**src/hdl/csr_spmv_pkg.sv**
```systemverilog
package csr_spmv_pkg;

  localparam int VECTOR_DEPTH = 1024;
  localparam int ADDR_W = (VECTOR_DEPTH > 1) ? $clog2(VECTOR_DEPTH) : 1;

  localparam logic [31:0] CANON_NAN = 32'h7FC00000;

  typedef enum logic [1:0] {
    MODE_VEC_WRITE = 2'd0,
    MODE_NONZERO   = 2'd1,
    MODE_EMPTY_ROW = 2'd2,
    MODE_UNUSED    = 2'd3
  } mode_t;

  // Register index as decoded from paddr[2].
  localparam logic REG_ROW_COUNT = 1'b0;

  // Travels alongside an item through the arithmetic pipeline.
  typedef struct packed {
    logic vld;
    logic nonzero;
    logic last;
  } tag_t;

  // Column modulo the store depth. The depth is a power of two, so the wrap
  // keeps only the low address bits.
  function automatic logic [ADDR_W-1:0] col_to_addr(input logic [9:0] col);
    logic [31:0] c;
    c = 32'(col);
    return ADDR_W'(c % VECTOR_DEPTH);
  endfunction

  function automatic logic [5:0] lzc48(input logic [47:0] v);
    logic [5:0] n;
    logic       found;
    n = 6'd48;
    found = 1'b0;
    for (int i = 47; i >= 0; i--) begin
      if (!found && v[i]) begin
        n = 6'(47 - i);
        found = 1'b1;
      end
    end
    return n;
  endfunction

  function automatic logic [4:0] lzc27(input logic [26:0] v);
    logic [4:0] n;
    logic       found;
    n = 5'd27;
    found = 1'b0;
    for (int i = 26; i >= 0; i--) begin
      if (!found && v[i]) begin
        n = 5'(26 - i);
        found = 1'b1;
      end
    end
    return n;
  endfunction

  // IEEE single addition, round to nearest even, subnormals kept.
  function automatic logic [31:0] fp_add(input logic [31:0] a, input logic [31:0] b);
    logic        a_nan, b_nan, a_inf, b_inf;
    logic [31:0] x, y;
    logic        sx, sy;
    logic [7:0]  ex, ey;
    logic [23:0] mx, my;
    logic [7:0]  d;
    logic [26:0] yx, ys;
    logic        stk;
    logic [27:0] r;
    logic [8:0]  e;
    logic [4:0]  lz;
    logic [8:0]  sh;
    logic [26:0] n;
    logic        g, st, inc;
    logic [7:0]  ef;
    logic [30:0] res;
    a_nan = (&a[30:23]) && (|a[22:0]);
    b_nan = (&b[30:23]) && (|b[22:0]);
    a_inf = (&a[30:23]) && !(|a[22:0]);
    b_inf = (&b[30:23]) && !(|b[22:0]);
    if (a_nan || b_nan || (a_inf && b_inf && (a[31] != b[31]))) begin
      return CANON_NAN;
    end
    if (a_inf) begin
      return a;
    end
    if (b_inf) begin
      return b;
    end
    if (b[30:0] > a[30:0]) begin
      x = b;
      y = a;
    end else begin
      x = a;
      y = b;
    end
    sx = x[31];
    sy = y[31];
    ex = (x[30:23] == 8'd0) ? 8'd1 : x[30:23];
    ey = (y[30:23] == 8'd0) ? 8'd1 : y[30:23];
    mx = {(x[30:23] != 8'd0), x[22:0]};
    my = {(y[30:23] != 8'd0), y[22:0]};
    d = ex - ey;
    yx = {my, 3'b000};
    if (d >= 8'd27) begin
      ys = 27'd0;
      stk = |my;
    end else begin
      ys = yx >> d;
      stk = |(yx & ~(27'h7FFFFFF << d));
    end
    ys[0] = ys[0] | stk;
    if (sx == sy) begin
      r = {1'b0, mx, 3'b000} + {1'b0, ys};
    end else begin
      r = {1'b0, mx, 3'b000} - {1'b0, ys};
    end
    if (r == 28'd0) begin
      return {sx & sy, 31'd0};
    end
    e = {1'b0, ex};
    if (r[27]) begin
      n = r[27:1];
      n[0] = n[0] | r[0];
      e = e + 9'd1;
    end else begin
      lz = lzc27(r[26:0]);
      sh = (9'(lz) < (e - 9'd1)) ? 9'(lz) : (e - 9'd1);
      n = r[26:0] << sh;
      e = e - sh;
    end
    if (e >= 9'd255) begin
      return {sx, 8'hFF, 23'd0};
    end
    g = n[2];
    st = n[1] | n[0];
    inc = g & (st | n[3]);
    ef = n[26] ? e[7:0] : 8'd0;
    res = {ef, n[25:3]} + 31'(inc);
    return {sx, res};
  endfunction

endpackage

```
**src/hdl/csr_spmv_facc.sv**
```systemverilog
module csr_spmv_facc (
  input  logic                clk,
  input  logic                rst_n,
  input  logic                en,
  input  logic [31:0]         prod,
  input  csr_spmv_pkg::tag_t  tag,
  input  logic [15:0]         row_count,
  output logic                out_valid,
  output logic [31:0]         out_sum,
  output logic [15:0]         out_row
);

  logic [31:0] acc_r;
  logic [15:0] row_r;
  logic        out_valid_r;
  logic [31:0] out_sum_r;
  logic [15:0] out_row_r;

  logic [31:0] sum;
  logic [16:0] limit;
  logic [16:0] row_inc;
  logic [15:0] row_next;
  logic        emit;

  always_comb begin
    sum      = csr_spmv_pkg::fp_add(acc_r, prod);
    limit    = (row_count == 16'd0) ? 17'h10000 : {1'b0, row_count};
    row_inc  = {1'b0, row_r} + 17'd1;
    row_next = (row_inc >= limit) ? 16'd0 : row_inc[15:0];
    emit     = tag.vld && (!tag.nonzero || tag.last);
  end

  always_ff @(posedge clk) begin
    if (!rst_n) begin
      acc_r       <= 32'd0;
      row_r       <= 16'd0;
      out_valid_r <= 1'b0;
    end else if (en) begin
      out_valid_r <= emit;
      if (tag.vld) begin
        if (emit) begin
          acc_r <= 32'd0;
          row_r <= row_next;
        end else begin
          acc_r <= sum;
        end
      end
    end
  end

  always_ff @(posedge clk) begin
    if (en && emit) begin
      out_sum_r <= tag.nonzero ? sum : 32'd0;
      out_row_r <= row_r;
    end
  end

  assign out_valid = out_valid_r;
  assign out_sum   = out_sum_r;
  assign out_row   = out_row_r;

endmodule

```
**config.mk**
```make
export PLATFORM = sky130hd
export DESIGN_NAME = csr_spmv_facc
export DESIGN_NICKNAME = d
export VERILOG_FILES = /design/src/hdl/csr_spmv_pkg.sv /design/src/hdl/csr_spmv_facc.sv
export SDC_FILE = /design/constraint.sdc
export NUM_CORES = 1
export LEC_CHECK = 0
export BUFFER_PORTS_ARGS = -buffer_cell sky130_fd_sc_hd__buf_2
export CAP_MARGIN = 20
export CORE_MARGIN = 8
export CORE_UTILIZATION = 30
export DETAILED_ROUTE_END_ITERATION = 8
export PLACE_DENSITY = 0.46
export RECOVER_POWER = 50
export SETUP_SLACK_MARGIN = 0.05
export SLEW_MARGIN = 20
export SYNTH_ARGS = -nofsm -noshare
export SYNTH_HDL_FRONTEND = slang
export SYNTH_SLANG_ARGS = --single-unit
```
**constraint.sdc**
```tcl
create_clock -name clk -period 43.2 [get_ports clk]
set_clock_uncertainty 0.2 [all_clocks]
set_input_delay 8.64 -clock clk [delete_from_list [all_inputs] [get_ports clk]]
set_output_delay 8.64 -clock clk [all_outputs]
set_load 0.005 [all_outputs]
```
Word level (Yosys, flattened, before mapping)
Cells that the tools add are included.
{"block": "word_totals", "regBits": 97, "latchBits": 0, "ram_bits": 0, "mem_bits_ro": 0, "inputBits": 54, "out_inout_bits": 49, "wordCells": 361, "n_memories": 0}
{"block": "classes", "addsub": 8, "multipliers": 0, "n_div": 0, "magnitude_cmp": 5, "n_eq_ne": 2, "shifts": 3, "muxes": 250, "bitwise": 8, "n_reduce_logical": 80}
{"cell": "2-to-1 mux 32 bit", "n": 19}
{"cell": "2-to-1 mux 27 bit", "n": 9}
{"cell": "2-to-1 mux 1 bit", "n": 175}
{"cell": "2-to-1 mux 5 bit", "n": 32}
{"cell": "2-to-1 mux 28 bit", "n": 4}
{"cell": "2-to-1 mux 9 bit", "n": 6}
{"cell": "OR reduction 23 bit", "n": 2}
{"cell": "logical AND 1 bit", "n": 34}
{"cell": "adder 31 x 1 -> 31 bit", "n": 1}
{"cell": "> comparator 31 bit", "n": 1}
{"cell": "logical NOT 1 bit", "n": 29}
{"cell": "adder 27 x 27 -> 28 bit", "n": 1}
{"cell": "logical NOT 28 bit", "n": 1}
{"cell": "subtractor 27 x 27 -> 28 bit", "n": 1}
{"cell": "AND 27 bit", "n": 1}
{"cell": "inverter 27 bit", "n": 1}
{"cell": "OR reduction 27 bit", "n": 1}
{"cell": "<< shifter 27 x 8 -> 27 bit, first input constant", "n": 1}
{"cell": "<< shifter 27 x 9 -> 27 bit", "n": 1}
{"cell": "right shift 27 x 8 -> 27 bit", "n": 1}
{"cell": "2-to-1 mux 8 bit", "n": 3}
{"cell": "OR reduction 24 bit", "n": 1}
{"cell": "adder 16 x 1 -> 17 bit, second input constant", "n": 1}
{"cell": "greater-or-equal comparator 17 bit", "n": 1}
{"cell": "20 further kinds", "n": 29}

Depth between registers and ports, before layout
{"block": "logic_depth", "ltp_word": 267, "ltp_mapped": 87, "ltp_nobuf": 78}

Worst setup path after synthesis
No wires, ideal clock.
{"block": "synth_path", "path_type": "input to register", "start": "input prod[29]", "end": "register out_sum_r[0], in the netlist out_sum[0], data pin", "setup_time_ps": 255, "arrival_time_ps": 23857, "required_ps": 42745, "setup_slack_ps": 18888, "cell_stages": 79, "path_buffers": 12, "cell_sequence": "ha_1 > nand4_2 > or4_4 > a211o_1 > buf_2 > nand2_2 > buf_4 > buf_1 > nand2_1 > a21boi_1 > inv_1 > nor4_1 > nand2_1 > and2_1 > ha_1 > inv_1 > fa_1 > a211oi_4 > [... 43 more ...] > ha_1 > nand2_1 > inv_1 > ha_1 > a21o_1 > a21oi_1 > o21bai_1 > a21oi_1 > inv_1 > xnor2_1 > nand2_1 > mux2_2 > mux2i_1 > a31oi_2 > and3_1 > buf_2 > clkbuf_1 > and3_1"}
{"block": "synth_via", "elab_chain_len": 255, "word_cells_on_any_way": 330, "cone_classes": "add/sub (7); order compare (4); eq/ne (1); shift (3); mux (242); bitwise (7); reduce/logical (66)"}
{"item": "from (decl)", "line_no": "csr_spmv_facc.sv:5", "source": "input logic [31:0] prod,"}
{"item": "parallel branches: the longest is 254 deep, another holds > comparator 31 bit"}
{"item": "2-to-1 mux 32 bit (*)", "line_no": "csr_spmv_pkg.sv:86", "source": "if (a_inf) begin"}
{"item": "to (signal assigned)", "line_no": "csr_spmv_facc.sv:53", "source": "out_sum_r <= tag.nonzero ? sum : 32'd0;"}
{"item": "to (decl)", "line_no": "csr_spmv_facc.sv:16", "source": "logic [31:0] out_sum_r;"}
Every way passes the cells marked *. The select of a mux whose other input is x is not followed.
A chain may end at the register's enable or synchronous reset.

Final worst setup path
{"block": "layout_path", "start": "input prod[26]", "end": "register out_sum_r[16], in the netlist out_sum[16], data pin"}
Same word-level chain as after synthesis.

==> run metrics <==
initial antenna violation count 4; count of unique library cells instantiated by Yosys 135; port bufs 102; fin nets 2450; Post-CTS Hold Buffers 0; Layout Area Growth over Synthesis 7.449%; FP Rows 86; Crit path required time 43.19 ns; cell family with most CP delay compound AO/OA/AOI/OAI gates; EDFF count, synth 48; Slew headroom -0.2140; Antenna Nets Post-Route 0; Seq/Total Area, Yosys 0.1454; post-CTS sizing 0; Crit Path Max Fanout 52; Iteration-0 DRC Markers 2186; Peak Freq 35.30 MHz; peak supply drop 0.04307 mV; post-DR wirelength/cell 24.33 µm; max incr delay on CP 0.93 ns; crit path DAT 28.32 ns; Seq cells post-synth 97; syn nets 2433; Worst-Margin Slew 1.821 ns; # fillers 6001; HPWL after DPL 59.09 mm; CTS buffer count 9; leakage power total 7.339 nW; GPL Wtd Cong 0.9724; Final Hold Vio Count 0; Final setup viols 0; Worst path slowest cell a2111oi_0; status finished, violations left; final period utilization 0.6558; Core Area 0.05499 mm²; Worst setup SP type primary input; HP Class flop to flop; CTS sink cnt 97; die area 0.06334 mm²; # DRC 0; CTS max path bufs 2; Power per Cell Area 64.15 mW/mm²; Ys Warns 0; 1st-pass router iterations 5; post-DR vias/cell 5.963; setup bufs post-CTS 0; CP Buf/Inv Count 8; GRT Overall Usage 0.2213; Setup TNS Final 0 ns; via count 18.04k; Die H 251.7 µm; routed wire length 73.63 mm; GRT Residual Overflow 0; CTS tree done; RSZ-0062 raised after global routing false; largest net degree at the start of global routing 72; min Tclk post-route 28.33 ns; Cell Area, Synth 0.01666 mm²; ys flop type dfxtp_1; MaxCap Viol Count 1; asr flop ratio synth 0; Initial Util 0.3031; cell chosen for the clock root clkbuf_16; vias in the first global route 17.03k; clock transition at the registers of the reported paths 0.07 ns; share of cells above drive strength 1 0.1067; Worst Setup End Kind flop; max-slew violations 49; Cells after Synth 2255; total power 0.001149 W; failing checks max-capacitance violations, max-slew violations; Worst path most repeated cell a21oi_1; syn avg cell area 7.390 µm²; # H-tree levels 3; Die W 251.7 µm; Ports 103; worst setup path category primary input to flop; first-pass GRT wire length 109.9 mm; worst skew pair latency 0.34 ns
==> worst paths after layout <==
kind              cells past startpoint       from     endpoint  slack (ns)
setup / recovery                     73   prod[26]  out_sum[16]       14.87
hold / removal                        2  out_valid    out_valid        0.28
setup reg to reg                     73  acc_r[18]  out_sum[16]       22.70
hold reg to reg                       2  out_valid    out_valid        0.28
==> tightest hold or removal path, stage by stage (launching register included) <==
cell and delay (ns):
dfxtp_1 0.31, nand2b_1 0.06, a21boi_0 0.07
==> cell usage after synthesis (all sizes together) (12+ instances only) <==
| library cell | n | area share |
|---|---|---|
| o31ai | 26 | 0.012 |
| o21a | 16 | 0.0072 |
| mux4 | 15 | 0.020 |
| o21bai | 15 | 0.0070 |
| a32oi | 15 | 0.0083 |
| a31oi | 12 | 0.0053 |
| clkbuf | 65 | 0.019 |
| or3 | 13 | 0.0050 |
| nand2 | 245 | 0.056 |
| edfxtp | 48 | 0.086 |
| dfxtp | 49 | 0.059 |
| and2 | 19 | 0.0071 |
| buf | 65 | 0.026 |
| nor2b | 45 | 0.017 |
| ha | 121 | 0.091 |
| xnor2 | 49 | 0.026 |
| inv | 140 | 0.032 |
| mux2 | 26 | 0.019 |
| and3 | 38 | 0.014 |
| a22oi | 33 | 0.016 |
| xor2 | 34 | 0.019 |
| nor4 | 27 | 0.012 |
| nor3 | 81 | 0.026 |
| o211ai | 18 | 0.0084 |
| o21ai | 151 | 0.046 |
| nor2 | 195 | 0.045 |
| a2111oi | 15 | 0.011 |
| nand2b | 24 | 0.0090 |
| a21oi | 165 | 0.050 |
| a21o | 42 | 0.019 |
| o22ai | 13 | 0.0053 |
| nand3 | 82 | 0.025 |
| a211o | 12 | 0.0063 |
| mux2i | 82 | 0.050 |
| a211oi | 34 | 0.016 |
| nand4 | 46 | 0.018 |
==> routing by layer <==
layer	share of wire	global-route usage
met4	0.025	0.05504
met2	0.44	0.3458
met3	0.086	0.04240
met1	0.45	0.3097
met5	0	0
==> layout make-up <==
class                   instances  area (µm²)  area share
multi-input cells            1886       13000      0.7261
flip-flops and latches         97        2422      0.1353
well taps                     748       935.9     0.05227
repair buffers                137       732.0     0.04088
inverters                     141       531.8     0.02970
clock buffers                   9       225.2     0.01258
clock inverters                 7       53.80    0.003005
diodes                          1       2.502   0.0001398
==> kinds of logic after synthesis <==
family | Yosys count | synth area share
flip-flops | 97 | 0.1454
multiplexers | 123 | 0.08920
adder cells (fa/ha/maj) | 124 | 0.09446
XOR/XNOR | 83 | 0.04453
AND/OR/NAND/NOR | 853 | 0.2515
AO/OA/AOI/OAI | 703 | 0.2971
buffers and inverters | 272 | 0.07779
==> through the flow <==
stage | setup WS [ns] | area (µm²) | cells | util | hold slack (ns)
finish | 14.87 | 17900 | 3026 | 0.3256 | 0.2778
global route | 13.46 | 17900 | 3026 | 0.3256 | 0.3274
CTS | 15.03 | 17940 | 3025 | 0.3263 | 0.2842
detailed placement | 14.79 | 17660 | 3009 | 0.3212 | 0.2724
global placement | 15.26 | 17650 | 3009 | 0.3211 | 0.2679
floorplan | 18.89 | 16660 | 2255 | - | 0.2466
==> report_power, final <==
part           switching (W)  internal [W]  leakage [nW]
logic               0.000650      0.000304          6.33
clock network      0.0000358     0.0000395         0.134
registers         0.00000815      0.000111         0.871
total               0.000694      0.000455          7.34
==> registers in the layout (all words and copies together), names as in the netlist <==
name / count
out_sum: 32
out_valid: 1
acc_r: 32
row_r: 16
out_row: 16
==> cell usage in the layout (no fill, tap or decap), types with 48 or more instances in the layout <==
cell type    n
buf_2       69
o21ai_0    140
nor3_1      77
dfxtp_1     49
nor2_1     192
ha_1       121
mux2i_1     80
edfxtp_1    48
a21oi_1    163
inv_1      138
nand2_1    242
nand3_1     81
(Power assumes the default switching activity.)
