File: config.mk
export PLATFORM = sky130hd
export DESIGN_NAME = csr_spmv_fmul
export DESIGN_NICKNAME = d
export VERILOG_FILES = /design/src/hdl/csr_spmv_pkg.sv /design/src/hdl/csr_spmv_fmul.sv
export SDC_FILE = /design/constraint.sdc
export NUM_CORES = 2
export LEC_CHECK = 0
export BUFFER_PORTS_ARGS = -buffer_cell sky130_fd_sc_hd__buf_2
export CORE_MARGIN = 5
export CORE_UTILIZATION = 55
export DETAILED_ROUTE_END_ITERATION = 10
export PLACE_DENSITY_LB_ADDON = 0.15
export SLEW_MARGIN = 10
export SYNTH_ARGS = -nofsm -noshare
export SYNTH_HDL_FRONTEND = slang
export SYNTH_SLANG_ARGS = --single-unit
File: constraint.sdc
create_clock -name clk -period 13.1 [get_ports clk]
set_clock_uncertainty 0.15 [all_clocks]
set_input_delay 2.62 -clock clk [delete_from_list [all_inputs] [get_ports clk]]
set_output_delay 2.62 -clock clk [all_outputs]
set_load 0.1 [all_outputs]
File: src/hdl/csr_spmv_pkg.sv
package csr_spmv_pkg;

  localparam int VECTOR_DEPTH = 1024;
  localparam int ADDR_W = (VECTOR_DEPTH > 1) ? $clog2(VECTOR_DEPTH) : 1;

  localparam logic [31:0] CANON_NAN = 32'h7FC00000;

  typedef enum logic [1:0] {
    MODE_VEC_WRITE = 2'd0,
    MODE_NONZERO   = 2'd1,
    MODE_EMPTY_ROW = 2'd2,
    MODE_UNUSED    = 2'd3
  } mode_t;

  // Register index as decoded from paddr[2].
  localparam logic REG_ROW_COUNT = 1'b0;

  // Travels alongside an item through the arithmetic pipeline.
  typedef struct packed {
    logic vld;
    logic nonzero;
    logic last;
  } tag_t;

  // Column modulo the store depth. The depth is a power of two, so the wrap
  // keeps only the low address bits.
  function automatic logic [ADDR_W-1:0] col_to_addr(input logic [9:0] col);
    logic [31:0] c;
    c = 32'(col);
    return ADDR_W'(c % VECTOR_DEPTH);
  endfunction

  function automatic logic [5:0] lzc48(input logic [47:0] v);
    logic [5:0] n;
    logic       found;
    n = 6'd48;
    found = 1'b0;
    for (int i = 47; i >= 0; i--) begin
      if (!found && v[i]) begin
        n = 6'(47 - i);
        found = 1'b1;
      end
    end
    return n;
  endfunction

  function automatic logic [4:0] lzc27(input logic [26:0] v);
    logic [4:0] n;
    logic       found;
    n = 5'd27;
    found = 1'b0;
    for (int i = 26; i >= 0; i--) begin
      if (!found && v[i]) begin
        n = 5'(26 - i);
        found = 1'b1;
      end
    end
    return n;
  endfunction

  // IEEE single addition, round to nearest even, subnormals kept.
  function automatic logic [31:0] fp_add(input logic [31:0] a, input logic [31:0] b);
    logic        a_nan, b_nan, a_inf, b_inf;
    logic [31:0] x, y;
    logic        sx, sy;
    logic [7:0]  ex, ey;
    logic [23:0] mx, my;
    logic [7:0]  d;
    logic [26:0] yx, ys;
    logic        stk;
    logic [27:0] r;
    logic [8:0]  e;
    logic [4:0]  lz;
    logic [8:0]  sh;
    logic [26:0] n;
    logic        g, st, inc;
    logic [7:0]  ef;
    logic [30:0] res;
    a_nan = (&a[30:23]) && (|a[22:0]);
    b_nan = (&b[30:23]) && (|b[22:0]);
    a_inf = (&a[30:23]) && !(|a[22:0]);
    b_inf = (&b[30:23]) && !(|b[22:0]);
    if (a_nan || b_nan || (a_inf && b_inf && (a[31] != b[31]))) begin
      return CANON_NAN;
    end
    if (a_inf) begin
      return a;
    end
    if (b_inf) begin
      return b;
    end
    if (b[30:0] > a[30:0]) begin
      x = b;
      y = a;
    end else begin
      x = a;
      y = b;
    end
    sx = x[31];
    sy = y[31];
    ex = (x[30:23] == 8'd0) ? 8'd1 : x[30:23];
    ey = (y[30:23] == 8'd0) ? 8'd1 : y[30:23];
    mx = {(x[30:23] != 8'd0), x[22:0]};
    my = {(y[30:23] != 8'd0), y[22:0]};
    d = ex - ey;
    yx = {my, 3'b000};
    if (d >= 8'd27) begin
      ys = 27'd0;
      stk = |my;
    end else begin
      ys = yx >> d;
      stk = |(yx & ~(27'h7FFFFFF << d));
    end
    ys[0] = ys[0] | stk;
    if (sx == sy) begin
      r = {1'b0, mx, 3'b000} + {1'b0, ys};
    end else begin
      r = {1'b0, mx, 3'b000} - {1'b0, ys};
    end
    if (r == 28'd0) begin
      return {sx & sy, 31'd0};
    end
    e = {1'b0, ex};
    if (r[27]) begin
      n = r[27:1];
      n[0] = n[0] | r[0];
      e = e + 9'd1;
    end else begin
      lz = lzc27(r[26:0]);
      sh = (9'(lz) < (e - 9'd1)) ? 9'(lz) : (e - 9'd1);
      n = r[26:0] << sh;
      e = e - sh;
    end
    if (e >= 9'd255) begin
      return {sx, 8'hFF, 23'd0};
    end
    g = n[2];
    st = n[1] | n[0];
    inc = g & (st | n[3]);
    ef = n[26] ? e[7:0] : 8'd0;
    res = {ef, n[25:3]} + 31'(inc);
    return {sx, res};
  endfunction

endpackage

File: src/hdl/csr_spmv_fmul.sv
module csr_spmv_fmul (
  input  logic                clk,
  input  logic                rst_n,
  input  logic                en,
  input  logic [31:0]         a,
  input  logic [31:0]         b,
  input  csr_spmv_pkg::tag_t  tag_in,
  output logic [31:0]         prod,
  output csr_spmv_pkg::tag_t  tag_out
);

  // First stage: unpack and form the 48-bit significand product.
  logic        a_nan, b_nan, a_inf, b_inf, a_zero, b_zero;
  logic [23:0] ma, mb;
  logic [10:0] ea_eff, eb_eff;

  always_comb begin
    a_nan  = (&a[30:23]) && (|a[22:0]);
    b_nan  = (&b[30:23]) && (|b[22:0]);
    a_inf  = (&a[30:23]) && !(|a[22:0]);
    b_inf  = (&b[30:23]) && !(|b[22:0]);
    a_zero = (a[30:0] == 31'd0);
    b_zero = (b[30:0] == 31'd0);
    ma     = {(a[30:23] != 8'd0), a[22:0]};
    mb     = {(b[30:23] != 8'd0), b[22:0]};
    ea_eff = (a[30:23] == 8'd0) ? 11'd1 : {3'b000, a[30:23]};
    eb_eff = (b[30:23] == 8'd0) ? 11'd1 : {3'b000, b[30:23]};
  end

  logic [47:0]        p_r;
  logic signed [10:0] exp_r;
  logic               sign_r, nan_r, inf_r, zero_r;
  csr_spmv_pkg::tag_t tag1_r;

  always_ff @(posedge clk) begin
    if (!rst_n) begin
      tag1_r <= '0;
    end else if (en) begin
      tag1_r <= tag_in;
    end
  end

  always_ff @(posedge clk) begin
    if (en) begin
      p_r    <= ma * mb;
      exp_r  <= $signed(ea_eff + eb_eff - 11'd127);
      sign_r <= a[31] ^ b[31];
      nan_r  <= a_nan | b_nan | (a_inf & b_zero) | (b_inf & a_zero);
      inf_r  <= a_inf | b_inf;
      zero_r <= a_zero | b_zero;
    end
  end

  // Second stage: normalize, denormalize into the subnormal range, round.
  logic [5:0]         lz;
  logic signed [10:0] en_exp;
  logic [47:0]        shl, s2;
  logic [10:0]        rs;
  logic               stk, g, st, inc;
  logic [7:0]         ef;
  logic [30:0]        mag;
  logic [31:0]        prod_nxt;

  always_comb begin
    lz     = csr_spmv_pkg::lzc48(p_r);
    en_exp = exp_r + 11'sd1 - $signed({5'b00000, lz});
    shl    = p_r << lz;
    rs     = 11'd0;
    s2     = shl;
    stk    = 1'b0;
    if (en_exp <= 11'sd0) begin
      rs = 11'(11'sd1 - en_exp);
      if (rs >= 11'd48) begin
        s2  = 48'd0;
        stk = |p_r;
      end else begin
        s2  = shl >> rs;
        stk = |(shl & ~(48'hFFFF_FFFF_FFFF << rs));
      end
    end
    g   = s2[23];
    st  = (|s2[22:0]) | stk;
    inc = g & (st | s2[24]);
    ef  = (en_exp <= 11'sd0) ? 8'd0 : en_exp[7:0];
    mag = {ef, s2[46:24]} + 31'(inc);
    if (nan_r) begin
      prod_nxt = csr_spmv_pkg::CANON_NAN;
    end else if (inf_r || (en_exp >= 11'sd255)) begin
      prod_nxt = {sign_r, 8'hFF, 23'd0};
    end else if (zero_r) begin
      prod_nxt = {sign_r, 31'd0};
    end else begin
      prod_nxt = {sign_r, mag};
    end
  end

  logic [31:0]        prod_r;
  csr_spmv_pkg::tag_t tag2_r;

  always_ff @(posedge clk) begin
    if (!rst_n) begin
      tag2_r <= '0;
    end else if (en) begin
      tag2_r <= tag1_r;
    end
  end

  always_ff @(posedge clk) begin
    if (en) begin
      prod_r <= prod_nxt;
    end
  end

  assign prod    = prod_r;
  assign tag_out = tag2_r;

endmodule

Yosys cells after proc, flatten, opt, wreduce, memory -nomap -nowiden
Index checks and enable logic that the tools add are counted.
{"block": "op_classes", "bitwise": 13, "reduce_logical": 116, "magnitude_cmp": 3, "multipliers": 1, "shifts": 3, "n_addsub": 6, "muxes": 104}
{"op": "$mux W6", "n": 48}
{"op": "$reduce_or A48 Y1", "n": 2}
{"op": "$mux W47", "n": 2}
{"op": "$reduce_or A23 Y1", "n": 3}
{"op": "$logic_not A31 Y1", "n": 2}
{"op": "$logic_and A1 B1 Y1", "n": 51}
{"op": "$logic_not A1 Y1", "n": 49}
{"op": "$mux W1", "n": 49}
{"op": "$and A48 B48 Y48", "n": 1}
{"op": "$mul A24 B24 Y48", "n": 1}
{"op": "$not A48 Y48", "n": 1}
{"op": "$shl A48 B11 Y48 const A", "n": 1}
{"op": "$shl A48 B6 Y48", "n": 1}
{"op": "$shr A48 B11 Y47", "n": 1}
{"op": "$add A31 B1 Y31", "n": 1}
{"op": "$mux W31", "n": 1}
{"op": "$mux W8", "n": 3}
{"op": "$mux W23", "n": 1}
{"op": "$logic_not A8 Y1", "n": 2}
{"op": "$reduce_and A8 Y1", "n": 2}
{"op": "$reduce_bool A8 Y1", "n": 2}
{"op": "$add A11 B2 Y11 const B", "n": 1}
{"op": "$ge A11 B6 Y1 const B", "n": 1}
{"op": "$ge A11 B9 Y1 const B", "n": 1}
{"op": "11 further kinds", "n": 19}
{"block": "word_totals", "reg_bits": 101, "wordCells": 261, "inputBits": 70}

Logic depth before layout (Yosys ltp)
{"block": "depth", "depth_word": 156, "depth_mapped": 43}

Worst setup path after synthesis
No wires, ideal clock.
{"block": "synth_path", "kind": "flip-flop to flip-flop", "startpoint": "register p_r[7]", "endpoint": "register prod_r[29] (netlist: prod[29]) (data pin)", "path_slack_ns": 2.691, "n_path_buf": 10, "setup_ns": 0.259, "path_stages_with_launch": 38, "t_arrival_ns": 10.000, "t_required_ns": 12.691, "synth_period_minus_slack_ns": 10.409, "cell_sequence": "edfxtp_1 > buf_2 > or4_4 > or4_1 > nor3_1 > o31a_1 > nor2_1 > inv_2 > buf_4 > buf_4 > buf_2 > clkbuf_1 > clkbuf_1 > ha_1 > inv_1 > ha_1 > inv_1 > clkbuf_1 > (+2 left out) > clkbuf_1 > ha_1 > nand3_1 > mux2_2 > a2111oi_0 > a21boi_1 > or4_1 > a21oi_1 > nand2_1 > o211ai_1 > mux2i_1 > mux4_2 > o221a_4 > nor3_1 > nand3_1 > nor4b_2 > mux2_1 > a211o_1"}
{"block": "synth_between", "elab_chain_len": 36}
{"element": "start, declared", "line": "csr_spmv_fmul.sv:30", "rtl": "logic [47:0] p_r;"}
{"element": "start signal, assigned", "line": "csr_spmv_fmul.sv:45", "rtl": "p_r <= ma * mb;"}
{"element": "$logic_and A1 B1 Y1", "line": "csr_spmv_pkg.sv:39", "rtl": "if (!found && v[i]) begin"}
{"element": "$mux W1", "line": "csr_spmv_pkg.sv:39"}
{"element": "$logic_not A1 Y1", "line": "csr_spmv_pkg.sv:39"}
{"element": "$logic_and A1 B1 Y1", "line": "csr_spmv_pkg.sv:39"}
{"element": "$mux W1", "line": "csr_spmv_pkg.sv:39"}
{"element": "$logic_not A1 Y1", "line": "csr_spmv_pkg.sv:39"}
{"element": "$logic_and A1 B1 Y1", "line": "csr_spmv_pkg.sv:39"}
{"element": "$mux W1", "line": "csr_spmv_pkg.sv:39"}
{"element": "(+20 left out)"}
{"element": "$reduce_or A48 Y1", "line": "csr_spmv_fmul.sv:78", "rtl": "stk = |(shl & ~(48'hFFFF_FFFF_FFFF << rs));"}
{"element": "$mux W1", "line": "csr_spmv_fmul.sv:73", "rtl": "if (rs >= 11'd48) begin"}
{"element": "$mux W1", "line": "csr_spmv_fmul.sv:71", "rtl": "if (en_exp <= 11'sd0) begin"}
{"element": "$or A1 B1 Y1", "line": "csr_spmv_fmul.sv:82", "rtl": "st = (|s2[22:0]) | stk;"}
{"element": "$or A1 B1 Y1", "line": "csr_spmv_fmul.sv:83", "rtl": "inc = g & (st | s2[24]);"}
{"element": "$and A1 B1 Y1", "line": "csr_spmv_fmul.sv:83"}
{"element": "$add A31 B1 Y31", "line": "csr_spmv_fmul.sv:85", "rtl": "mag = {ef, s2[46:24]} + 31'(inc);"}
{"element": "$mux W31", "line": "csr_spmv_fmul.sv:90", "rtl": "end else if (zero_r) begin"}
{"element": "end signal, assigned", "line": "csr_spmv_fmul.sv:110", "rtl": "prod_r <= prod_nxt;"}
{"element": "end, declared", "line": "csr_spmv_fmul.sv:97", "rtl": "logic [31:0] prod_r;"}
Parallel ways exist; a longest one is shown, timed or not.
A chain may end at the register's enable or synchronous reset.

Final worst setup path
{"block": "layout_path", "startpoint": "input port a[16]", "endpoint": "register p_r[41] (data pin)"}
{"block": "layout_between", "elab_chain_len": 1}
{"element": "start, declared", "line": "csr_spmv_fmul.sv:5", "rtl": "input logic [31:0] a,"}
{"element": "$mul A24 B24 Y48", "line": "csr_spmv_fmul.sv:45"}
No other way between the ends.

==> impl_metrics.tcl <==
set metrics [dict create \
    syn2layout_area_growth_pct 4.97 \
    cp_slowest_stage_delay_ns 0.56 \
    pin_count 105 \
    clock-sinks 100 \
    r2r-start "p_r[47]" \
    dieWidth_um 256 \
    cts_tree "done" \
    synth_top_area_share_pct 29.1 \
    cts_hold_buffers 0 \
    h-tree-depth 3 \
    yosysSeqAreaShare_pct 8.84 \
    worstSetupEndpointType "flop" \
    holdCritPathClass "reg2reg" \
    rsz0062_at_grt "false" \
    rr_worst_depth 33 \
    drive_gt1_share_pct 8.73 \
    synth_warnings 0 \
    critPathLaunchType "input pin" \
    r2r_slack_ns 2.73 \
    port_buffers 104 \
    start_util_pct 55.3 \
    critPathLaunch "a[16]" \
    fin_tns_setup_ns 0 \
    first_iter_violations 3567 \
    cts-root-buf "clkbuf_16" \
    min_period_ns 10.69 \
    final-seq-area_um2 2940 \
    max_cap_viol_count 0 \
    required_ns 13.08 \
    gp_congestion 1.05 \
    multi_input_area_um2 27200 \
    maxSlewHeadroom_pct 7.63 \
    hold_viol_final 0 \
    fill_cells 5604 \
    grt_pass1_vias 32400 \
    syn_area_per_cell_um2 8.12 \
    dr.pass1.iters 7 \
    clk_path_buf_depth 2 \
    clk_pin_slew_worst_paths_ns 0.08 \
    cts_resized 0 \
    design.die.area_um2 65500 \
    post_drt_wl_per_cell_um 26.5 \
    clkLatencyLatePin_ns 0.39 \
    outcome "finished, final reports clean" \
    finalCritPeriodShare_pct 81.6 \
    max_freq_mhz 93.6 \
    cp_max_fo 25 \
    cts_buffers 9 \
    synthTopCellsByArea "fa_1, edfxtp_1, ha_1" \
    vias_per_cell 6.68 \
    num_rows 90 \
    grt_overflow 0 \
    final_nets 4832 \
    setup_viol 0 \
    synth_edf_count 94 \
    cpMostUsedCell "fa_1" \
    yosysUniqueCellTypes 111 \
    num_vias 32500 \
    grt_max_degree 69 \
    synth_flop_cell "edfxtp_1" \
    antenna_found_initial 3 \
    yosys.area.top_type "fa_1" \
    post_cts_buffers 0 \
    grt_pass1_wl_mm 198 \
    synth_area_um2 33300 \
    fp.dieH_um 256 \
    ys_seq_elements 100 \
    cp-endpoint "p_r[41]" \
    setup.worst_path.class "in2reg" \
    post-dp-hpwl_mm 99.9 \
    worstMarginPinSlew_ns 1.37 \
    worstPathArrival_ns 10.67 \
    core_area_um2 60100 \
    drv_slew 0 \
    track_usage_pct 38.4 \
    detail-route-antenna-nets 0 \
    syn-num-nets 4855 \
    async_flop_share_pct 0 \
    drc 0 \
    cp_slowest_cell "fa_1" \
    r2r_end "prod[24]" \
    routed_wl_mm 129 \
    synthCells 4096 \
]
==> final cells by class <==
| type | count | area share, % |
|---|---|---|
| flip-flops and latches | 100 | 8.42 |
| diodes | 1 | 0.00716 |
| multi-input cells | 3192 | 77.9 |
| clock inverters | 7 | 0.190 |
| repair buffers | 235 | 4.31 |
| well taps | 782 | 2.80 |
| inverters | 535 | 5.75 |
| clock buffers | 9 | 0.645 |
==> cells in the mapped netlist (57+ instances only) <==
cell and count:
clkbuf_1 223, and2_1 215, nor3_1 102, fa_1 484
nand2_1 565, nand3_1 145, ha_1 205, a21oi_1 163
mux2i_1 57, edfxtp_1 94, o21ai_0 149, nor2_1 226
inv_1 531
==> metrics by stage <==
step	std cells	worst slack [ns]	hold slack (ns)	cell area (um2)	utilization [%]
3_3_place_gp	4844	2.10	0.345	34600	57.6
3_5_place_dp	4844	1.98	0.359	34600	57.6
6_report	4861	2.41	0.374	34900	58.1
4_1_cts	4860	2.44	0.379	34900	58.1
5_1_grt	4861	1.87	0.397	34900	58.1
2_1_floorplan	4096	2.69	0.332	33300	-
==> routing by layer <==
layer  share of wire, %  GRT usage [%]  up-vias
li1                   -              -    14000
met1                 38           49.1    15700
met5                  0              0        -
met2                 45           60.4     2237
met3                 11           9.31      522
met4                6.7           21.3        0
==> registers in the layout, indices dropped and copies added (netlist names) <==
| signal | flops |
|---|---|
| inf_r | 1 |
| exp_r | 10 |
| tag1_r | 3 |
| zero_r | 1 |
| tag_out | 3 |
| prod | 32 |
| nan_r | 1 |
| sign_r | 1 |
| p_r | 48 |
==> worst max-delay path: cells and delay by family <==
kind                     cells  cell delay, ns
adder cells (fa/ha/maj)      8            3.85
AO/OA/AOI/OAI               12            2.43
AND/OR/NAND/NOR              6            1.06
buffers and inverters        3            0.57
XOR/XNOR                     1            0.11
==> how the worst min path moves through the flow <==
stage | startpoint | endpoint | slack [ns] | depth (start not counted)
after detailed placement | tag1_r[1] | tag1_r[1] | 0.36 | 2
after global placement | tag_out[1] | tag_out[1] | 0.34 | 2
after CTS | tag1_r[1] | tag1_r[1] | 0.38 | 2
after floorplan | tag1_r[0] | tag1_r[0] | 0.33 | 2
after global routing | tag1_r[1] | tag1_r[1] | 0.40 | 2
final | tag1_r[2] | tag1_r[2] | 0.37 | 2
==> layout by cell type (no fill, tap or decap), drive strengths merged, types with 29 or more instances in the layout <==
cell type / count
a31oi: 38
nand3: 146
o31ai: 29
nor2: 227
nor4: 65
mux2i: 59
a211oi: 52
ha: 205
o21ai: 170
inv: 539
nor3: 104
nand2: 566
o22ai: 35
edfxtp: 94
o211ai: 57
buf: 235
nand4: 50
a21oi: 166
and2: 216
xnor2: 53
fa: 484
==> kinds of logic after synthesis <==
| kind of cell | Yosys count | share of synthesized area [%] |
|---|---|---|
| and+or+nand+nor | 1518 | 22.7 |
| AOI/OAI and AO/OA | 833 | 17.4 |
| buffers and inverters | 804 | 9.53 |
| adders and majority gates | 689 | 36.8 |
| DFF | 100 | 8.84 |
| xor gates and xnor gates | 79 | 2.08 |
| muxes | 73 | 2.53 |
Power is left out: the tool's default activity adds up to more than one toggle a clock period on the data nets, which glitch-free logic cannot reach.
